## config.mk

```make
export PLATFORM = sky130hd
export DESIGN_NAME = kway_merge_min_heap_flat
export DESIGN_NICKNAME = d
export VERILOG_FILES = /design/src/sv/kmh_pkg.sv /design/src/sv/kmh_req_if.sv /design/src/sv/kmh_rsp_if.sv /design/src/sv/kmh_controller.sv /design/src/sv/kmh_datapath.sv /design/src/sv/kway_merge_min_heap.sv /design/src/flat_wrapper.sv
export SDC_FILE = /design/constraint.sdc
export NUM_CORES = 2
export LEC_CHECK = 0
export BUFFER_PORTS_ARGS = -buffer_cell sky130_fd_sc_hd__buf_2
export CAP_MARGIN = 20
export CORE_MARGIN = 10
export CORE_UTILIZATION = 45
export DETAILED_ROUTE_END_ITERATION = 16
export PLACE_DENSITY = 0.66
export SETUP_SLACK_MARGIN = 0.1
export SLEW_MARGIN = 20
export SYNTH_ARGS = -nofsm -noshare
export SYNTH_HDL_FRONTEND = slang
export SYNTH_SLANG_ARGS = --single-unit
```

## constraint.sdc

```tcl
create_clock -name clock -period 19.05 [get_ports clock]
set_input_delay 1.905 -clock clock [delete_from_list [all_inputs] [get_ports clock]]
set_output_delay 1.905 -clock clock [all_outputs]
set_load 0.02 [all_outputs]
```

## src/sv/kmh_pkg.sv

```systemverilog
`default_nettype none

package kmh_pkg;

   localparam int IN_KEY_WIDTH    = 32;
   localparam int RUN_WIDTH       = 4;
   localparam int OCC_WIDTH       = 5;
   localparam int FUNC_WIDTH      = 2;
   localparam int STATUS_WIDTH    = 2;
   localparam int CSR_INDEX_WIDTH = 2;
   localparam int CSR_DATA_WIDTH  = 2;

   localparam logic [FUNC_WIDTH-1:0] FUNC_PUSH     = 2'd0;
   localparam logic [FUNC_WIDTH-1:0] FUNC_POP_PUSH = 2'd1;

   localparam logic [STATUS_WIDTH-1:0] STATUS_PUSHED = 2'd0;
   localparam logic [STATUS_WIDTH-1:0] STATUS_POPPED = 2'd1;
   localparam logic [STATUS_WIDTH-1:0] STATUS_EMPTY  = 2'd2;
   localparam logic [STATUS_WIDTH-1:0] STATUS_FULL   = 2'd3;

   localparam logic [CSR_INDEX_WIDTH-1:0] CSR_KEY_COUNT   = 2'd0;
   localparam logic [CSR_INDEX_WIDTH-1:0] CSR_FIRST_DESC  = 2'd1;
   localparam logic [CSR_INDEX_WIDTH-1:0] CSR_SECOND_DESC = 2'd2;

   localparam logic [CSR_DATA_WIDTH-1:0] KEY_COUNT_RESET = 2'd1;

   typedef struct packed {
      logic take;
      logic start;
      logic push_init;
      logic pop_load;
      logic down_step;
      logic up_step;
      logic place;
      logic finish;
   } cmd_type;

   typedef struct packed {
      logic is_push;
      logic full;
      logic cnt_zero;
      logic cnt_one;
      logic refill;
      logic down_done;
      logic up_done;
      logic out_free;
   } sts_type;

endpackage

`default_nettype wire

```

## src/sv/kmh_req_if.sv

```systemverilog
`default_nettype none

interface kmh_req_if;
   logic                                   valid;
   logic                                   ready;
   logic [kmh_pkg::FUNC_WIDTH-1:0]         func;
   logic signed [kmh_pkg::IN_KEY_WIDTH-1:0] key_a;
   logic                                   key_a_null;
   logic signed [kmh_pkg::IN_KEY_WIDTH-1:0] key_b;
   logic                                   key_b_null;
   logic [kmh_pkg::RUN_WIDTH-1:0]          source_run;

   modport source (output valid, func, key_a, key_a_null, key_b, key_b_null, source_run,
                   input ready);
   modport sink (input valid, func, key_a, key_a_null, key_b, key_b_null, source_run,
                 output ready);
endinterface

`default_nettype wire

```

## src/sv/kmh_rsp_if.sv

```systemverilog
`default_nettype none

interface kmh_rsp_if;
   logic                                   valid;
   logic                                   ready;
   logic [kmh_pkg::STATUS_WIDTH-1:0]       status;
   logic signed [kmh_pkg::IN_KEY_WIDTH-1:0] out_key_a;
   logic                                   out_key_a_null;
   logic signed [kmh_pkg::IN_KEY_WIDTH-1:0] out_key_b;
   logic                                   out_key_b_null;
   logic [kmh_pkg::RUN_WIDTH-1:0]          out_run;
   logic [kmh_pkg::OCC_WIDTH-1:0]          occupancy;

   modport source (output valid, status, out_key_a, out_key_a_null, out_key_b,
                   out_key_b_null, out_run, occupancy,
                   input ready);
   modport sink (input valid, status, out_key_a, out_key_a_null, out_key_b,
                 out_key_b_null, out_run, occupancy,
                 output ready);
endinterface

`default_nettype wire

```

## src/sv/kmh_controller.sv

```systemverilog
`default_nettype none

module kmh_controller (
   input  logic              clock,
   input  logic              reset,
   input  logic              req_valid,
   output logic              req_ready,
   input  kmh_pkg::sts_type  sts,
   output kmh_pkg::cmd_type  cmd
);

   typedef enum logic [7:0] {
      ST_IDLE     = 8'b0000_0001,
      ST_START    = 8'b0000_0010,
      ST_POP_LOAD = 8'b0000_0100,
      ST_DOWN     = 8'b0000_1000,
      ST_UP       = 8'b0001_0000,
      ST_PLACE    = 8'b0010_0000,
      ST_PUSH     = 8'b0100_0000,
      ST_FINISH   = 8'b1000_0000
   } state_type;

   state_type state_ff;
   state_type state_in;

   assign req_ready = (state_ff == ST_IDLE);

   always_comb begin
      state_in = state_ff;
      cmd      = '0;
      unique case (state_ff)
         ST_IDLE: begin
            if (req_valid) begin
               cmd.take = 1'b1;
               state_in = ST_START;
            end
         end
         ST_START: begin
            cmd.start = 1'b1;
            if (sts.is_push) begin
               if (sts.full) begin
                  state_in = ST_FINISH;
               end else if (sts.cnt_zero) begin
                  state_in = ST_PLACE;
               end else begin
                  state_in = ST_UP;
               end
            end else if (sts.cnt_zero) begin
               state_in = ST_FINISH;
            end else begin
               state_in = ST_POP_LOAD;
            end
         end
         ST_POP_LOAD: begin
            cmd.pop_load = 1'b1;
            if (sts.cnt_zero) begin
               state_in = sts.refill ? ST_PUSH : ST_FINISH;
            end else if (sts.cnt_one) begin
               state_in = ST_PLACE;
            end else begin
               state_in = ST_DOWN;
            end
         end
         ST_DOWN: begin
            cmd.down_step = 1'b1;
            if (sts.down_done) begin
               state_in = ST_PLACE;
            end
         end
         ST_UP: begin
            cmd.up_step = 1'b1;
            if (sts.up_done) begin
               state_in = ST_PLACE;
            end
         end
         ST_PLACE: begin
            cmd.place = 1'b1;
            state_in  = sts.refill ? ST_PUSH : ST_FINISH;
         end
         ST_PUSH: begin
            cmd.push_init = 1'b1;
            state_in      = sts.cnt_zero ? ST_PLACE : ST_UP;
         end
         ST_FINISH: begin
            if (sts.out_free) begin
               cmd.finish = 1'b1;
               state_in   = ST_IDLE;
            end
         end
         default: begin
            state_in = ST_IDLE;
         end
      endcase
   end

   always_ff @(posedge clock) begin
      if (reset) begin
         state_ff <= ST_IDLE;
      end else begin
         state_ff <= state_in;
      end
   end

endmodule

`default_nettype wire

```

## src/sv/kmh_datapath.sv

```systemverilog
`default_nettype none

module kmh_datapath #(
   parameter int CAPACITY  = 16,
   parameter int KEY_WIDTH = 32
) (
   input  logic                                    clock,
   input  logic                                    reset,
   input  kmh_pkg::cmd_type                        cmd,
   output kmh_pkg::sts_type                        sts,
   input  logic                                    csr_write_en,
   input  logic [kmh_pkg::CSR_INDEX_WIDTH-1:0]     csr_index,
   input  logic [kmh_pkg::CSR_DATA_WIDTH-1:0]      csr_data,
   input  logic [kmh_pkg::FUNC_WIDTH-1:0]          req_func,
   input  logic signed [kmh_pkg::IN_KEY_WIDTH-1:0] req_key_a,
   input  logic                                    req_key_a_null,
   input  logic signed [kmh_pkg::IN_KEY_WIDTH-1:0] req_key_b,
   input  logic                                    req_key_b_null,
   input  logic [kmh_pkg::RUN_WIDTH-1:0]           req_source_run,
   input  logic                                    rsp_ready,
   output logic                                    rsp_valid,
   output logic [kmh_pkg::STATUS_WIDTH-1:0]        rsp_status,
   output logic signed [kmh_pkg::IN_KEY_WIDTH-1:0] rsp_out_key_a,
   output logic                                    rsp_out_key_a_null,
   output logic signed [kmh_pkg::IN_KEY_WIDTH-1:0] rsp_out_key_b,
   output logic                                    rsp_out_key_b_null,
   output logic [kmh_pkg::RUN_WIDTH-1:0]           rsp_out_run,
   output logic [kmh_pkg::OCC_WIDTH-1:0]           rsp_occupancy
);

   localparam int AW = $clog2(CAPACITY);
   localparam int CW = $clog2(CAPACITY + 1);
   localparam int XW = AW + 2;
   localparam int OW = kmh_pkg::OCC_WIDTH;
   localparam int KW = kmh_pkg::IN_KEY_WIDTH;

   typedef struct packed {
      logic [KEY_WIDTH-1:0]          key_a;
      logic [KEY_WIDTH-1:0]          key_b;
      logic [1:0]                    nulls;
      logic [kmh_pkg::RUN_WIDTH-1:0] run;
   } entry_type;

   // Returns {less, greater} for one key, with direction and null placement applied.
   function automatic logic [1:0] key_order(
      input logic [KEY_WIDTH-1:0] ka,
      input logic                 na,
      input logic [KEY_WIDTH-1:0] kb,
      input logic                 nb,
      input logic                 desc
   );
      logic lt;
      logic gt;
      lt = 1'b0;
      gt = 1'b0;
      if (na != nb) begin
         lt = na ? desc : !desc;
         gt = na ? !desc : desc;
      end else if (!na) begin
         if ($signed(ka) < $signed(kb)) begin
            lt = !desc;
            gt = desc;
         end else if ($signed(ka) > $signed(kb)) begin
            lt = desc;
            gt = !desc;
         end
      end
      return {lt, gt};
   endfunction

   function automatic logic sorts_before(
      input entry_type  x,
      input entry_type  y,
      input logic [1:0] kc,
      input logic       desc_a,
      input logic       desc_b
   );
      logic [1:0] r1;
      logic [1:0] r2;
      logic       res;
      r1  = key_order(x.key_a, x.nulls[0], y.key_a, y.nulls[0], desc_a);
      r2  = key_order(x.key_b, x.nulls[1], y.key_b, y.nulls[1], desc_b);
      res = 1'b0;
      if (kc != 2'd0) begin
         if (r1 != 2'b00) begin
            res = r1[1];
         end else if (kc != 2'd1) begin
            res = r2[1];
         end
      end
      return res;
   endfunction

   entry_type mem [CAPACITY];

   logic [kmh_pkg::CSR_DATA_WIDTH-1:0] key_count_ff, key_count_in;
   logic                               desc_a_ff, desc_a_in;
   logic                               desc_b_ff, desc_b_in;
   logic [kmh_pkg::FUNC_WIDTH-1:0]     func_ff, func_in;
   entry_type                          req_ent_ff, req_ent_in;
   entry_type                          x_ff, x_in;
   entry_type                          pop_ff, pop_in;
   entry_type                          rd_a_ff, rd_b_ff;
   logic [AW-1:0]                      idx_ff, idx_in;
   logic [CW-1:0]                      count_ff, count_in;
   logic                               refill_ff, refill_in;
   logic [kmh_pkg::STATUS_WIDTH-1:0]   status_ff, status_in;

   logic                               rsp_valid_ff, rsp_valid_in;
   logic [kmh_pkg::STATUS_WIDTH-1:0]   rsp_status_ff, rsp_status_in;
   logic [KW-1:0]                      rsp_key_a_ff, rsp_key_a_in;
   logic [KW-1:0]                      rsp_key_b_ff, rsp_key_b_in;
   logic [1:0]                         rsp_nulls_ff, rsp_nulls_in;
   logic [kmh_pkg::RUN_WIDTH-1:0]      rsp_run_ff, rsp_run_in;
   logic [OW-1:0]                      rsp_occ_ff, rsp_occ_in;

   logic [63:0]     in_key_a_wide;
   logic [63:0]     in_key_b_wide;
   logic [63:0]     out_key_a_wide;
   logic [63:0]     out_key_b_wide;
   logic [CW+OW-1:0] occ_wide;
   entry_type       in_ent;

   logic [XW-1:0]   count_x;
   logic            is_push;
   logic            full;
   logic            cnt_zero;
   logic            do_push;
   logic            do_pop;
   logic [AW-1:0]   push_par;
   logic [AW-1:0]   pop_last;

   logic [XW-1:0]   l_x;
   logic [XW-1:0]   r_x;
   logic            r_ok;
   logic            c_lx;
   logic            c_rx;
   logic            c_rl;
   logic            take_r;
   logic            down_stop;
   logic [XW-1:0]   child_x;
   logic [AW-1:0]   child;
   entry_type       best_ent;
   logic [XW-1:0]   gl_x;
   logic [XW-1:0]   gr_x;
   logic            down_leaf;

   logic [AW-1:0]   par;
   logic [AW-1:0]   par_par;
   logic            up_lt;

   logic [AW-1:0]   rd_a_addr;
   logic [AW-1:0]   rd_b_addr;
   logic            wr_en;
   logic [AW-1:0]   wr_addr;
   entry_type       wr_data;

   // Input keys keep their low KEY_WIDTH bits; results are sign-extended back.
   assign in_key_a_wide  = 64'(req_key_a);
   assign in_key_b_wide  = 64'(req_key_b);
   assign in_ent.key_a   = in_key_a_wide[KEY_WIDTH-1:0];
   assign in_ent.key_b   = in_key_b_wide[KEY_WIDTH-1:0];
   assign in_ent.nulls   = {req_key_b_null, req_key_a_null};
   assign in_ent.run     = req_source_run;

   assign out_key_a_wide = 64'($signed(pop_ff.key_a));
   assign out_key_b_wide = 64'($signed(pop_ff.key_b));
   assign occ_wide       = (CW + OW)'(count_ff);

   assign count_x  = XW'(count_ff);
   assign is_push  = (func_ff == kmh_pkg::FUNC_PUSH);
   assign full     = (count_x >= XW'(CAPACITY));
   assign cnt_zero = (count_ff == '0);
   assign do_push  = (cmd.start && is_push && !full) || cmd.push_init;
   assign do_pop   = cmd.start && !is_push && !cnt_zero;
   assign push_par = AW'((count_ff - CW'(1)) >> 1);
   assign pop_last = AW'(count_ff - CW'(1));

   // Sift-down step: the moving entry is held in x_ff, both children arrive
   // from the two read ports, and three comparisons pick the smallest.
   assign l_x       = {1'b0, idx_ff, 1'b1};
   assign r_x       = l_x + XW'(1);
   assign r_ok      = (r_x < count_x);
   assign c_lx      = sorts_before(rd_a_ff, x_ff, key_count_ff, desc_a_ff, desc_b_ff);
   assign c_rx      = sorts_before(rd_b_ff, x_ff, key_count_ff, desc_a_ff, desc_b_ff);
   assign c_rl      = sorts_before(rd_b_ff, rd_a_ff, key_count_ff, desc_a_ff, desc_b_ff);
   assign take_r    = r_ok && (c_lx ? c_rl : c_rx);
   assign down_stop = !c_lx && !take_r;
   assign child_x   = take_r ? r_x : l_x;
   assign child     = child_x[AW-1:0];
   assign best_ent  = take_r ? rd_b_ff : rd_a_ff;
   assign gl_x      = {1'b0, child, 1'b1};
   assign gr_x      = gl_x + XW'(1);
   assign down_leaf = (gl_x >= count_x);

   // Sift-up step: the parent arrives on read port A.
   assign par     = (idx_ff - AW'(1)) >> 1;
   assign par_par = (par - AW'(1)) >> 1;
   assign up_lt   = sorts_before(x_ff, rd_a_ff, key_count_ff, desc_a_ff, desc_b_ff);

   assign sts.is_push   = is_push;
   assign sts.full      = full;
   assign sts.cnt_zero  = cnt_zero;
   assign sts.cnt_one   = (count_ff == CW'(1));
   assign sts.refill    = refill_ff;
   assign sts.down_done = down_stop || down_leaf;
   assign sts.up_done   = !up_lt || (par == '0);
   assign sts.out_free  = !rsp_valid_ff || rsp_ready;

   always_comb begin
      rd_a_addr = '0;
      rd_b_addr = '0;
      if (do_push) begin
         rd_a_addr = push_par;
      end else if (do_pop) begin
         rd_b_addr = pop_last;
      end else if (cmd.pop_load) begin
         rd_a_addr = AW'(1);
         rd_b_addr = AW'(2);
      end else if (cmd.down_step) begin
         rd_a_addr = gl_x[AW-1:0];
         rd_b_addr = gr_x[AW-1:0];
      end else if (cmd.up_step) begin
         rd_a_addr = par_par;
      end
   end

   always_comb begin
      wr_en   = 1'b0;
      wr_addr = idx_ff;
      wr_data = x_ff;
      if (cmd.place) begin
         wr_en = 1'b1;
      end else if (cmd.down_step && !down_stop) begin
         wr_en   = 1'b1;
         wr_data = best_ent;
      end else if (cmd.up_step && up_lt) begin
         wr_en   = 1'b1;
         wr_data = rd_a_ff;
      end
   end

   always_ff @(posedge clock) begin
      if (wr_en) begin
         mem[wr_addr] <= wr_data;
      end
      rd_a_ff <= mem[rd_a_addr];
      rd_b_ff <= mem[rd_b_addr];
   end

   always_comb begin
      key_count_in  = key_count_ff;
      desc_a_in     = desc_a_ff;
      desc_b_in     = desc_b_ff;
      func_in       = func_ff;
      req_ent_in    = req_ent_ff;
      x_in          = x_ff;
      pop_in        = pop_ff;
      idx_in        = idx_ff;
      count_in      = count_ff;
      refill_in     = refill_ff;
      status_in     = status_ff;
      rsp_valid_in  = rsp_valid_ff;
      rsp_status_in = rsp_status_ff;
      rsp_key_a_in  = rsp_key_a_ff;
      rsp_key_b_in  = rsp_key_b_ff;
      rsp_nulls_in  = rsp_nulls_ff;
      rsp_run_in    = rsp_run_ff;
      rsp_occ_in    = rsp_occ_ff;

      if (csr_write_en) begin
         unique case (csr_index)
            kmh_pkg::CSR_KEY_COUNT:   key_count_in = csr_data;
            kmh_pkg::CSR_FIRST_DESC:  desc_a_in    = csr_data[0];
            kmh_pkg::CSR_SECOND_DESC: desc_b_in    = csr_data[0];
            default: begin
            end
         endcase
      end

      if (cmd.take) begin
         func_in    = req_func;
         req_ent_in = in_ent;
      end

      if (cmd.start) begin
         if (is_push) begin
            status_in = full ? kmh_pkg::STATUS_FULL : kmh_pkg::STATUS_PUSHED;
         end else begin
            status_in = cnt_zero ? kmh_pkg::STATUS_EMPTY : kmh_pkg::STATUS_POPPED;
         end
      end

      if (do_push) begin
         idx_in    = AW'(count_ff);
         count_in  = count_ff + CW'(1);
         x_in      = req_ent_ff;
         refill_in = 1'b0;
      end else if (do_pop) begin
         count_in  = count_ff - CW'(1);
         refill_in = (func_ff == kmh_pkg::FUNC_POP_PUSH);
      end else if (cmd.pop_load) begin
         pop_in = rd_a_ff;
         x_in   = rd_b_ff;
         idx_in = '0;
      end else if (cmd.down_step && !down_stop) begin
         idx_in = child;
      end else if (cmd.up_step && up_lt) begin
         idx_in = par;
      end

      if (cmd.finish) begin
         rsp_valid_in  = 1'b1;
         rsp_status_in = status_ff;
         rsp_occ_in    = occ_wide[OW-1:0];
         if (status_ff == kmh_pkg::STATUS_POPPED) begin
            rsp_key_a_in = out_key_a_wide[KW-1:0];
            rsp_key_b_in = out_key_b_wide[KW-1:0];
            rsp_nulls_in = pop_ff.nulls;
            rsp_run_in   = pop_ff.run;
         end else begin
            rsp_key_a_in = '0;
            rsp_key_b_in = '0;
            rsp_nulls_in = '0;
            rsp_run_in   = '0;
         end
      end else if (rsp_ready) begin
         rsp_valid_in = 1'b0;
      end
   end

   always_ff @(posedge clock) begin
      if (reset) begin
         key_count_ff <= kmh_pkg::KEY_COUNT_RESET;
         desc_a_ff    <= 1'b0;
         desc_b_ff    <= 1'b0;
         count_ff     <= '0;
         refill_ff    <= 1'b0;
         rsp_valid_ff <= 1'b0;
      end else begin
         key_count_ff <= key_count_in;
         desc_a_ff    <= desc_a_in;
         desc_b_ff    <= desc_b_in;
         count_ff     <= count_in;
         refill_ff    <= refill_in;
         rsp_valid_ff <= rsp_valid_in;
      end
   end

   always_ff @(posedge clock) begin
      func_ff       <= func_in;
      req_ent_ff    <= req_ent_in;
      x_ff          <= x_in;
      pop_ff        <= pop_in;
      idx_ff        <= idx_in;
      status_ff     <= status_in;
      rsp_status_ff <= rsp_status_in;
      rsp_key_a_ff  <= rsp_key_a_in;
      rsp_key_b_ff  <= rsp_key_b_in;
      rsp_nulls_ff  <= rsp_nulls_in;
      rsp_run_ff    <= rsp_run_in;
      rsp_occ_ff    <= rsp_occ_in;
   end

   assign rsp_valid          = rsp_valid_ff;
   assign rsp_status         = rsp_status_ff;
   assign rsp_out_key_a      = rsp_key_a_ff;
   assign rsp_out_key_a_null = rsp_nulls_ff[0];
   assign rsp_out_key_b      = rsp_key_b_ff;
   assign rsp_out_key_b_null = rsp_nulls_ff[1];
   assign rsp_out_run        = rsp_run_ff;
   assign rsp_occupancy      = rsp_occ_ff;

endmodule

`default_nettype wire

```

## src/sv/kway_merge_min_heap.sv

```systemverilog
// Binary min-heap for a k-way merge of sorted runs.
// req_ch carries one operation per transfer: push an entry, pop the minimum
// and push a refill entry, or pop only. rsp_ch returns exactly one result per
// operation: a status, the popped entry (zero unless an entry was popped) and
// the occupancy afterward. The csr_ port sets the key count and the direction
// of each key; write it only while no operation is in flight.
// Operations run one at a time. A push into a full heap or a pop of an empty
// heap returns its result without touching the entry memory. A push into an
// empty heap places the entry directly; any other push takes up to one compare
// step per heap level on the way up. A pop of one or two entries needs no
// compare step; a larger pop takes up to one compare step per heap level on the
// way down, and a refill adds its own compare steps on the way up. The two read
// ports of the entry memory let each compare step cover one heap level.
// The result sits in an output register, so the next request is taken at the
// edge after the result is loaded, even while the receiver stalls; a further
// result then waits until the register is free.
// Reset empties the heap and restores one ascending key; entry memory is not
// cleared and needs no sweep.
`default_nettype none

module kway_merge_min_heap #(
   parameter int CAPACITY  = 16,
   parameter int KEY_WIDTH = 32
) (
   input  logic                                clock,
   input  logic                                reset,
   kmh_req_if.sink                             req_ch,
   kmh_rsp_if.source                           rsp_ch,
   input  logic                                csr_write_en,
   input  logic [kmh_pkg::CSR_INDEX_WIDTH-1:0] csr_index,
   input  logic [kmh_pkg::CSR_DATA_WIDTH-1:0]  csr_data
);

   kmh_pkg::cmd_type cmd;
   kmh_pkg::sts_type sts;

   kmh_controller u_controller (
      .clock     (clock),
      .reset     (reset),
      .req_valid (req_ch.valid),
      .req_ready (req_ch.ready),
      .sts       (sts),
      .cmd       (cmd)
   );

   kmh_datapath #(
      .CAPACITY  (CAPACITY),
      .KEY_WIDTH (KEY_WIDTH)
   ) u_datapath (
      .clock              (clock),
      .reset              (reset),
      .cmd                (cmd),
      .sts                (sts),
      .csr_write_en       (csr_write_en),
      .csr_index          (csr_index),
      .csr_data           (csr_data),
      .req_func           (req_ch.func),
      .req_key_a          (req_ch.key_a),
      .req_key_a_null     (req_ch.key_a_null),
      .req_key_b          (req_ch.key_b),
      .req_key_b_null     (req_ch.key_b_null),
      .req_source_run     (req_ch.source_run),
      .rsp_ready          (rsp_ch.ready),
      .rsp_valid          (rsp_ch.valid),
      .rsp_status         (rsp_ch.status),
      .rsp_out_key_a      (rsp_ch.out_key_a),
      .rsp_out_key_a_null (rsp_ch.out_key_a_null),
      .rsp_out_key_b      (rsp_ch.out_key_b),
      .rsp_out_key_b_null (rsp_ch.out_key_b_null),
      .rsp_out_run        (rsp_ch.out_run),
      .rsp_occupancy      (rsp_ch.occupancy)
   );

endmodule

`default_nettype wire

```

## src/flat_wrapper.sv

```systemverilog
// flat-port wrapper written by rule: the top's interface ports become plain ports
module kway_merge_min_heap_flat 
#(
   parameter int CAPACITY  = 16,
   parameter int KEY_WIDTH = 32
)
  (clock, reset, csr_write_en, csr_index, csr_data, req_ch_valid, req_ch_func, req_ch_key_a, req_ch_key_a_null, req_ch_key_b, req_ch_key_b_null, req_ch_source_run, req_ch_ready, rsp_ch_valid, rsp_ch_status, rsp_ch_out_key_a, rsp_ch_out_key_a_null, rsp_ch_out_key_b, rsp_ch_out_key_b_null, rsp_ch_out_run, rsp_ch_occupancy, rsp_ch_ready);
  kmh_req_if req_ch_i ();
  kmh_rsp_if rsp_ch_i ();
  input  logic clock;
  input  logic reset;
  input  logic csr_write_en;
  input  logic [kmh_pkg::CSR_INDEX_WIDTH-1:0] csr_index;
  input  logic [kmh_pkg::CSR_DATA_WIDTH-1:0] csr_data;
  input wire logic [$bits(req_ch_i.valid)-1:0] req_ch_valid;
  input wire logic [$bits(req_ch_i.func)-1:0] req_ch_func;
  input wire logic [$bits(req_ch_i.key_a)-1:0] req_ch_key_a;
  input wire logic [$bits(req_ch_i.key_a_null)-1:0] req_ch_key_a_null;
  input wire logic [$bits(req_ch_i.key_b)-1:0] req_ch_key_b;
  input wire logic [$bits(req_ch_i.key_b_null)-1:0] req_ch_key_b_null;
  input wire logic [$bits(req_ch_i.source_run)-1:0] req_ch_source_run;
  output wire logic [$bits(req_ch_i.ready)-1:0] req_ch_ready;
  output wire logic [$bits(rsp_ch_i.valid)-1:0] rsp_ch_valid;
  output wire logic [$bits(rsp_ch_i.status)-1:0] rsp_ch_status;
  output wire logic [$bits(rsp_ch_i.out_key_a)-1:0] rsp_ch_out_key_a;
  output wire logic [$bits(rsp_ch_i.out_key_a_null)-1:0] rsp_ch_out_key_a_null;
  output wire logic [$bits(rsp_ch_i.out_key_b)-1:0] rsp_ch_out_key_b;
  output wire logic [$bits(rsp_ch_i.out_key_b_null)-1:0] rsp_ch_out_key_b_null;
  output wire logic [$bits(rsp_ch_i.out_run)-1:0] rsp_ch_out_run;
  output wire logic [$bits(rsp_ch_i.occupancy)-1:0] rsp_ch_occupancy;
  input wire logic [$bits(rsp_ch_i.ready)-1:0] rsp_ch_ready;
  assign req_ch_i.valid = req_ch_valid;
  assign req_ch_i.func = req_ch_func;
  assign req_ch_i.key_a = req_ch_key_a;
  assign req_ch_i.key_a_null = req_ch_key_a_null;
  assign req_ch_i.key_b = req_ch_key_b;
  assign req_ch_i.key_b_null = req_ch_key_b_null;
  assign req_ch_i.source_run = req_ch_source_run;
  assign req_ch_ready = req_ch_i.ready;
  assign rsp_ch_valid = rsp_ch_i.valid;
  assign rsp_ch_status = rsp_ch_i.status;
  assign rsp_ch_out_key_a = rsp_ch_i.out_key_a;
  assign rsp_ch_out_key_a_null = rsp_ch_i.out_key_a_null;
  assign rsp_ch_out_key_b = rsp_ch_i.out_key_b;
  assign rsp_ch_out_key_b_null = rsp_ch_i.out_key_b_null;
  assign rsp_ch_out_run = rsp_ch_i.out_run;
  assign rsp_ch_occupancy = rsp_ch_i.occupancy;
  assign rsp_ch_i.ready = rsp_ch_ready;
  kway_merge_min_heap #(.CAPACITY(CAPACITY), .KEY_WIDTH(KEY_WIDTH)) u_core (.clock(clock), .reset(reset), .req_ch(req_ch_i), .rsp_ch(rsp_ch_i), .csr_write_en(csr_write_en), .csr_index(csr_index), .csr_data(csr_data));
endmodule
```

Word-level counts from Yosys, hierarchy flattened
Memory sizes are Yosys's and may differ from the RTL's. A register that Yosys moved wholly into a read port is not among the register bits.
Index checks and enable logic that the tools add are counted.
- $add $sub $neg: 6
- order comparisons: 19
- equality and inequality tests: 27
- mux-type cells: 126
- bitwise operators: 2
- reductions and logical operators: 43
- operators by type and width (kind ; count):
    $mux 70 ; 7
    $gt 32x32->1 ; 8
    $lt 32x32->1 ; 8
    $mux 1 ; 87
    $mux 8 ; 9
    $pmux 8 s8 ; 1
    $mux 4 ; 14
    $reduce_bool 2->1 ; 8
    $mux 6 ; 2
    $logic_not 1->1 ; 10
    $mux 5 ; 2
    $reduce_and 2->1 ; 5
    $eq 8x1->1 const B ; 1
    $eq 8x2->1 const B ; 1
    $eq 8x3->1 const B ; 1
    $eq 8x4->1 const B ; 1
    $eq 8x5->1 const B ; 1
    $eq 8x6->1 const B ; 1
    $eq 8x7->1 const B ; 1
    $eq 8x8->1 const B ; 1
    $logic_and 1x1->1 ; 8
    $ne 1x1->1 ; 8
    $ne 2x1->1 const B ; 4
    $add 5x1->6 const B ; 1
    23 further kinds ; 33
- bits in registers: 314
- bits in writable memories: 1120
- logic and storage cells: 252
- memories: 1
- memory list (memory ; depth ; width ; rd ports ; clocked after Yosys merged registers in ; write ports ; RTL line ; text):
    u_core.u_datapath.mem ; 16 ; 70 ; 2 ; 2 ; 1 ; kmh_datapath.sv:94 ; entry_type mem [CAPACITY];

Longest topological paths before layout
- depth in word-level cells: 18
- mapped depth: 22
- gate-level depth less buffers: 21

Hierarchy
A second synthesis with hierarchy kept.
- cells, all modules: 5408
- area total of the unflattened synthesis: 74761.7 um2
- by module, submodules not included (module ; times used ; cells an instance ; area an instance (um2)):
    kmh_datapath ; 1 ; 5324 ; 74096.1
    kmh_controller ; 1 ; 84 ; 665.6

Worst setup path before layout
OpenSTA, ideal clock, no wires.
- path type: register to register
- from: reg u_core.u_datapath.x_ff[20] (netlist bit)
- to: mem u_core.u_datapath.mem[15][0] (netlist bit) (enable)
- arrival time: 6.155 ns
- required time: 18.552 ns
- slack: 12.396 ns
- cell stages (with the launch flop): 13
- path buffers: 0
- period minus slack after synthesis: 6.654 ns
- path through: edfxtp_1 ha_1 a21oi_1 nand2_1 a221o_1 o31a_1 or4b_2 a31oi_1 o211ai_1 a2111o_1 nand2_1 nor2_1 nor2_1
- longest elaborated chain between the ends: 18
- elaborated cells between the ends (all ways): 40
- those cells by class: order compare (6); mux (27); reduce/logical (7)
- ends and longest elaborated chain (element ; RTL line ; text):
    start: declaration ; kmh_datapath.sv:101 ; entry_type x_ff, x_in;
    start signal: assignment ; kmh_datapath.sv:353 ; x_ff <= x_in;
    $gt 32x32->1 ; kmh_datapath.sv:63 ; end else if ($signed(ka) > $signed(kb)) begin
    $mux 1 ; kmh_datapath.sv:63 ;
    $mux 1 ; kmh_datapath.sv:60 ; if ($signed(ka) < $signed(kb)) begin
    $mux 1 ; kmh_datapath.sv:59 ; end else if (!na) begin
    $mux 1 ; kmh_datapath.sv:56 ; if (na != nb) begin
    $mux 1 ; kmh_datapath.sv:87 ; end else if (kc != 2'd1) begin
    $mux 1 ; kmh_datapath.sv:85 ; if (r1 != 2'b00) begin
    $mux 1 ; kmh_datapath.sv:84 ; if (kc != 2'd0) begin
    (+2 left out) ; -- ;
    $logic_not 1->1 ; kmh_datapath.sv:188 ; assign down_stop = !c_lx && !take_r;
    $logic_and 1x1->1 ; kmh_datapath.sv:188 ;
    $logic_not 1->1 ; kmh_datapath.sv:234 ; end else if (cmd.down_step && !down_stop) begin
    $logic_and 1x1->1 ; kmh_datapath.sv:234 ;
    $mux 1 * ; kmh_datapath.sv:234 ;
    $mux 1 * ; kmh_datapath.sv:232 ; if (cmd.place) begin
    $mux 1 * ; kmh_datapath.sv:244 ; if (wr_en) begin
    $mux 1 (implied by the code) * ; kmh_datapath.sv:245 ; mem[wr_addr] <= wr_data;
    end: declaration ; kmh_datapath.sv:94 ;
Every way passes the cells marked *; elsewhere a longest branch is shown, timed or not.

Final worst setup path
- from: reg, netlist name u_core.u_datapath.rd_a_ff[69]
- to: reg, netlist name u_core.u_datapath.rd_a_ff[52]
- longest elaborated chain between the ends: 15
- elaborated cells between the ends (all ways): 33
- those cells by class: order compare (4); mux (26); reduce/logical (3)
- ends and longest elaborated chain (element ; RTL line ; text):
    $gt 32x32->1 ; kmh_datapath.sv:63 ;
    $mux 1 ; kmh_datapath.sv:63 ;
    $mux 1 ; kmh_datapath.sv:60 ;
    $mux 1 ; kmh_datapath.sv:59 ;
    $mux 1 ; kmh_datapath.sv:56 ;
    $reduce_bool 2->1 ; kmh_datapath.sv:85 ;
    $mux 1 ; kmh_datapath.sv:85 ;
    $mux 1 ; kmh_datapath.sv:84 ;
    $mux 1 * ; kmh_datapath.sv:187 ; assign take_r = r_ok && (c_lx ? c_rl : c_rx);
    $logic_and 1x1->1 * ; kmh_datapath.sv:187 ;
    $mux 4 * ; kmh_datapath.sv:189 ; assign child_x = take_r ? r_x : l_x;
    $mux 4 * ; kmh_datapath.sv:220 ; end else if (cmd.down_step) begin
    $mux 4 * ; kmh_datapath.sv:217 ; end else if (cmd.pop_load) begin
    $mux 4 * ; kmh_datapath.sv:215 ; end else if (do_pop) begin
    $mux 4 * ; kmh_datapath.sv:213 ; if (do_push) begin
Marks and branches as above.
A chain may end at the register's enable or synchronous reset.

==> summary.txt <==
Outcome
  – Status: completed

Job
  – Maxcap violations: 0

Global routing
  – Initial antenna violation count: 5
  – Vias in the first global route: 52700
  – Largest net degree at the start of global routing: 171
  – GRT overflow: 0
  – First-pass GRT wire length: 356000 um
  – Tot GR Track Use: 27.1%

Clocking
  – Post-CTS Hold Fix Bufs: 0
  – Num CTS Buffers: 164
  – Clock transition at path regs: 0.06 ns
  – Root Buffer: clkbuf_16
  – Worst-Skew Late Latency: 0.83 ns
  – CTS Buffer Depth: 3
  – Postcts setup bufs: 0
  – TritonCTS clock tree: done
  – Post_cts resized: 0
  – H-tree depth: 4
  – CTS Sinks: 1574

Routing
  – DR vias/cell: 6.84
  – Avg WL per Cell: 31.1 um
  – M1 WL: 89600 um
  – DR pass1 iterations: 10
  – DR top layer: met5
  – Final WL: 248000 um
  – DR WL met3: 31800 um
  – Detail Route Antenna Nets: 0
  – Vias post-DR: 54500
  – DRT iter0 DRCs: 9040
  – DRC Markers: 0
  – Met2 WL: 112000 um

Floorplan
  – Core Area: 158000 um^2
  – Chip height: 419 um
  – Row count: 146
  – Starting Density: 45.2%
  – Die X: 419 um
  – Die footprint: 175000 um^2
  – IO Pins: 160

Critical path
  – CP Data Required Time: 19.76 ns
  – Worst setup endpoint: u_core.u_datapath.rd_a_ff[52]
  – WP depth: 16
  – Crit path DAT: 7.90 ns
  – CP max stage cell: nor4_1
  – CP max FO: 57
  – Critical Path Source: u_core.u_datapath.rd_a_ff[69]
  – Crit-path most repeated cell: buf_4
  – RR Endpoint: u_core.u_datapath.rd_a_ff[52]
  – Crit path largest cell delay: 1.03 ns
  – CP delay by family, top: simple AND/OR/NAND/NOR gates
  – CP Class: flop to flop
  – Startpoint Class: flop
  – R2r startpoint: u_core.u_datapath.rd_a_ff[69]
  – Crit-path cells: inv_1, ha_1, nand4_1, nor4_1, nand3_1, a31oi_1, o211ai_1, o311a_1, or4_4, nand2_4, a21o_4, buf_4, buf_4, a222oi_1, o22a_1, o221ai_1
  – Worst path bufs/invs: 3
  – R2R depth: 16
  – R2r setup slk: 11.86 ns
  – Crit end category: flop

STA
  – Worst slew pin tran: 1.27 ns
  – Skew final: 0.0457 ns
  – Setup TNS Final: 0 ns
  – Slew HR: 14.8%
  – RSZ-0062 raised after global routing: false
  – Finish-stage setup viols: 0
  – Max frequency: 0.139 GHz
  – Max Slew Vio Count: 0
  – Final Hold Vio Count: 0
  – Tcrit/Tclk final: 37.7%
  – Min setup slack post-route: 11.86 ns
  – Tmin final: 7.19 ns

Cells and area
  – Util after Layout: 50.6%
  – Synth-to-Final Area Change: 11.9%
  – Layout fillers: 13300
  – Multi-input gate area: 24000 um^2
  – Register area: 45700 um^2
  – NumNets Final: 6036
  – Cell area after layout: 80000 um^2
  – Layout cells sized above 1: 12.2%
  – Most frequent cells in the layout: 1415 x edfxtp_1, 866 x nand2_1, 346 x nor2_1
  – Commonest non-fill, non-tap cell in the layout: edfxtp_1
  – Post-route insts no fill: 7960

Logic synthesis
  – Post-Syn Instances: 5725
  – Share of the yosys chip area belonging to registers: 63.9%
  – FF+latch count, synth: 1574
  – Syn_nets: 6016
  – Synth top area cells: edfxtp_1 59%, nand2_1 4.6%, dfxtp_1 4.5%
  – Synth top area share: 59.4%
  – Synth unique cells: 86
  – Top_reg_cell synth: edfxtp_1
  – Ys async rst share: 0%
  – Syn. warnings: 0
  – Post-synth EDFFs: 1415
  – Post-Syn Area: 71500 um^2
  – Post-synth top area cell: edfxtp_1
  – Synth Area per Inst: 12.5 um^2

Placed design
  – Dpl cell area: 74300 um^2
  – Placed insts: 7651
  – Post-Place Setup Slack: 12.16 ns
  – Port bufs: 159
  – HPWL after DPL: 138000 um
  – Gpl congestion: 0.880

Pwr
  – Worst vdd ir: 0.0688 mV
  – Leakage: 27.7 nW
  – Pwr dens: 92.6 nW/um^2

Hold path
  – HP Class: flop to flop
-- sequential cells by signal, summed over array words and instances, names as in the netlist, 2 cells and up --
name,flops
u_core.u_datapath.rsp_nulls_ff,2
u_core.u_datapath.rsp_occupancy,5
u_core.u_datapath.out_key_b_wide,32
u_core.u_datapath.req_ent_ff,70
u_core.u_datapath.rd_b_ff,70
u_core.u_datapath.status_ff,2
u_core.u_datapath.idx_ff,4
u_core.u_datapath.rsp_status,2
u_core.u_datapath.out_key_a_wide,32
u_core.u_datapath.key_count_ff,2
u_core.u_datapath.rsp_out_key_b,32
u_core.u_datapath.x_ff,70
u_core.u_datapath.func_ff,2
u_core.u_datapath.pop_ff,6
u_core.u_datapath.rsp_out_run,4
u_core.u_datapath.count_ff,5
u_core.u_datapath.rsp_out_key_a,32
u_core.u_datapath.rd_a_ff,70
u_core.u_datapath.mem,1120
u_core.u_controller.state_ff,8
-- logic make-up after synthesis --
group	share of synthesized area, %
and+or+nand+nor	10.7
DFF	63.9
muxes	0.275
adders and majority gates	3.68
xor gates and xnor gates	0.184
AOI/OAI and AO/OA	17.9
buffers and inverters	3.39
-- Yosys cell counts (all sizes together) (8+ instances only) --
| cell | number |
|---|---|
| a22oi | 271 |
| a22o | 139 |
| nand4 | 46 |
| inv | 156 |
| o221ai | 67 |
| a221oi | 261 |
| a21oi | 242 |
| o22a | 65 |
| nor2 | 349 |
| xnor2 | 12 |
| a31oi | 73 |
| nor4 | 9 |
| nand2 | 874 |
| o22ai | 147 |
| o21ai | 70 |
| and2 | 95 |
| o32ai | 14 |
| ha | 210 |
| o211ai | 17 |
| buf | 121 |
| a211oi | 16 |
| dfxtp | 159 |
| nor2b | 11 |
| edfxtp | 1415 |
| nand3 | 44 |
| nand2b | 9 |
| nor3 | 172 |
| nand3b | 8 |
| a221o | 33 |
| or4 | 70 |
| clkbuf | 295 |
| a222oi | 138 |
| a21o | 20 |
| mux2i | 17 |
-- metrics by stage --
step           total power (W)  hold WS, ns
6_report               0.00740        0.426
3_3_place_gp           0.00423        0.415
4_1_cts                0.00741        0.424
3_5_place_dp           0.00424        0.417
5_1_grt                0.00760        0.432
2_1_floorplan          0.00409        0.408
-- how the worst min path moves through the flow --
| stage | start | to | slack [ns] | depth (start not counted) |
|---|---|---|---|---|
| after floorplan | u_core.u_datapath.rd_a_ff[48] | u_core.u_datapath.out_key_a_wide[10] | 0.41 | 0 |
| after CTS | u_core.u_datapath.rd_a_ff[50] | u_core.u_datapath.out_key_a_wide[12] | 0.42 | 0 |
| after global placement | u_core.u_datapath.rd_a_ff[56] | u_core.u_datapath.out_key_a_wide[18] | 0.41 | 0 |
| after global routing | u_core.u_datapath.rd_a_ff[37] | u_core.u_datapath.out_key_b_wide[31] | 0.43 | 0 |
| final | u_core.u_datapath.rd_a_ff[37] | u_core.u_datapath.out_key_b_wide[31] | 0.43 | 0 |
| after detailed placement | u_core.u_datapath.rd_a_ff[54] | u_core.u_datapath.out_key_a_wide[16] | 0.42 | 0 |
-- routing by layer --
| layer | vias up | global-route usage [%] |
|---|---|---|
| li1 | 22700 | - |
| met1 | 26600 | 34.5 |
| met2 | 4369 | 42.6 |
| met3 | 858 | 6.63 |
| met4 | 6 | 14.3 |
| met5 | - | 0 |
-- power breakdown --
| part | internal [W] | switching, W | leakage, nW |
|---|---|---|---|
| clock network | 0.00184 | 0.00139 | 2.65 |
| registers | 0.00378 | 0.0000353 | 14.1 |
| logic | 0.000115 | 0.000245 | 10.9 |
| total | 0.00573 | 0.00167 | 27.7 |
-- area by class of cell --
class / instances / share of cell area [%]
Inverter: 157 / 0.745
Multi-Input combinational cell: 3578 / 30.0
Sequential cell: 1574 / 57.1
Timing Repair Buffer: 270 / 2.11
Tap cell: 2072 / 3.24
Clock buffer: 231 / 5.76
Antenna cell: 3 / 0.00939
Clock inverter: 75 / 1.01
-- worst register-to-register path: cells and delay by family, from the launching register on --
kind / cells / cell delay (ns)
adders and majority gates: 1 / 0.55
DFF: 1 / 0.49
AOI/OAI and AO/OA: 7 / 1.91
buffers and inverters: 3 / 1.85
and+or+nand+nor: 5 / 2.27
Power figures use the tool's default switching activity.
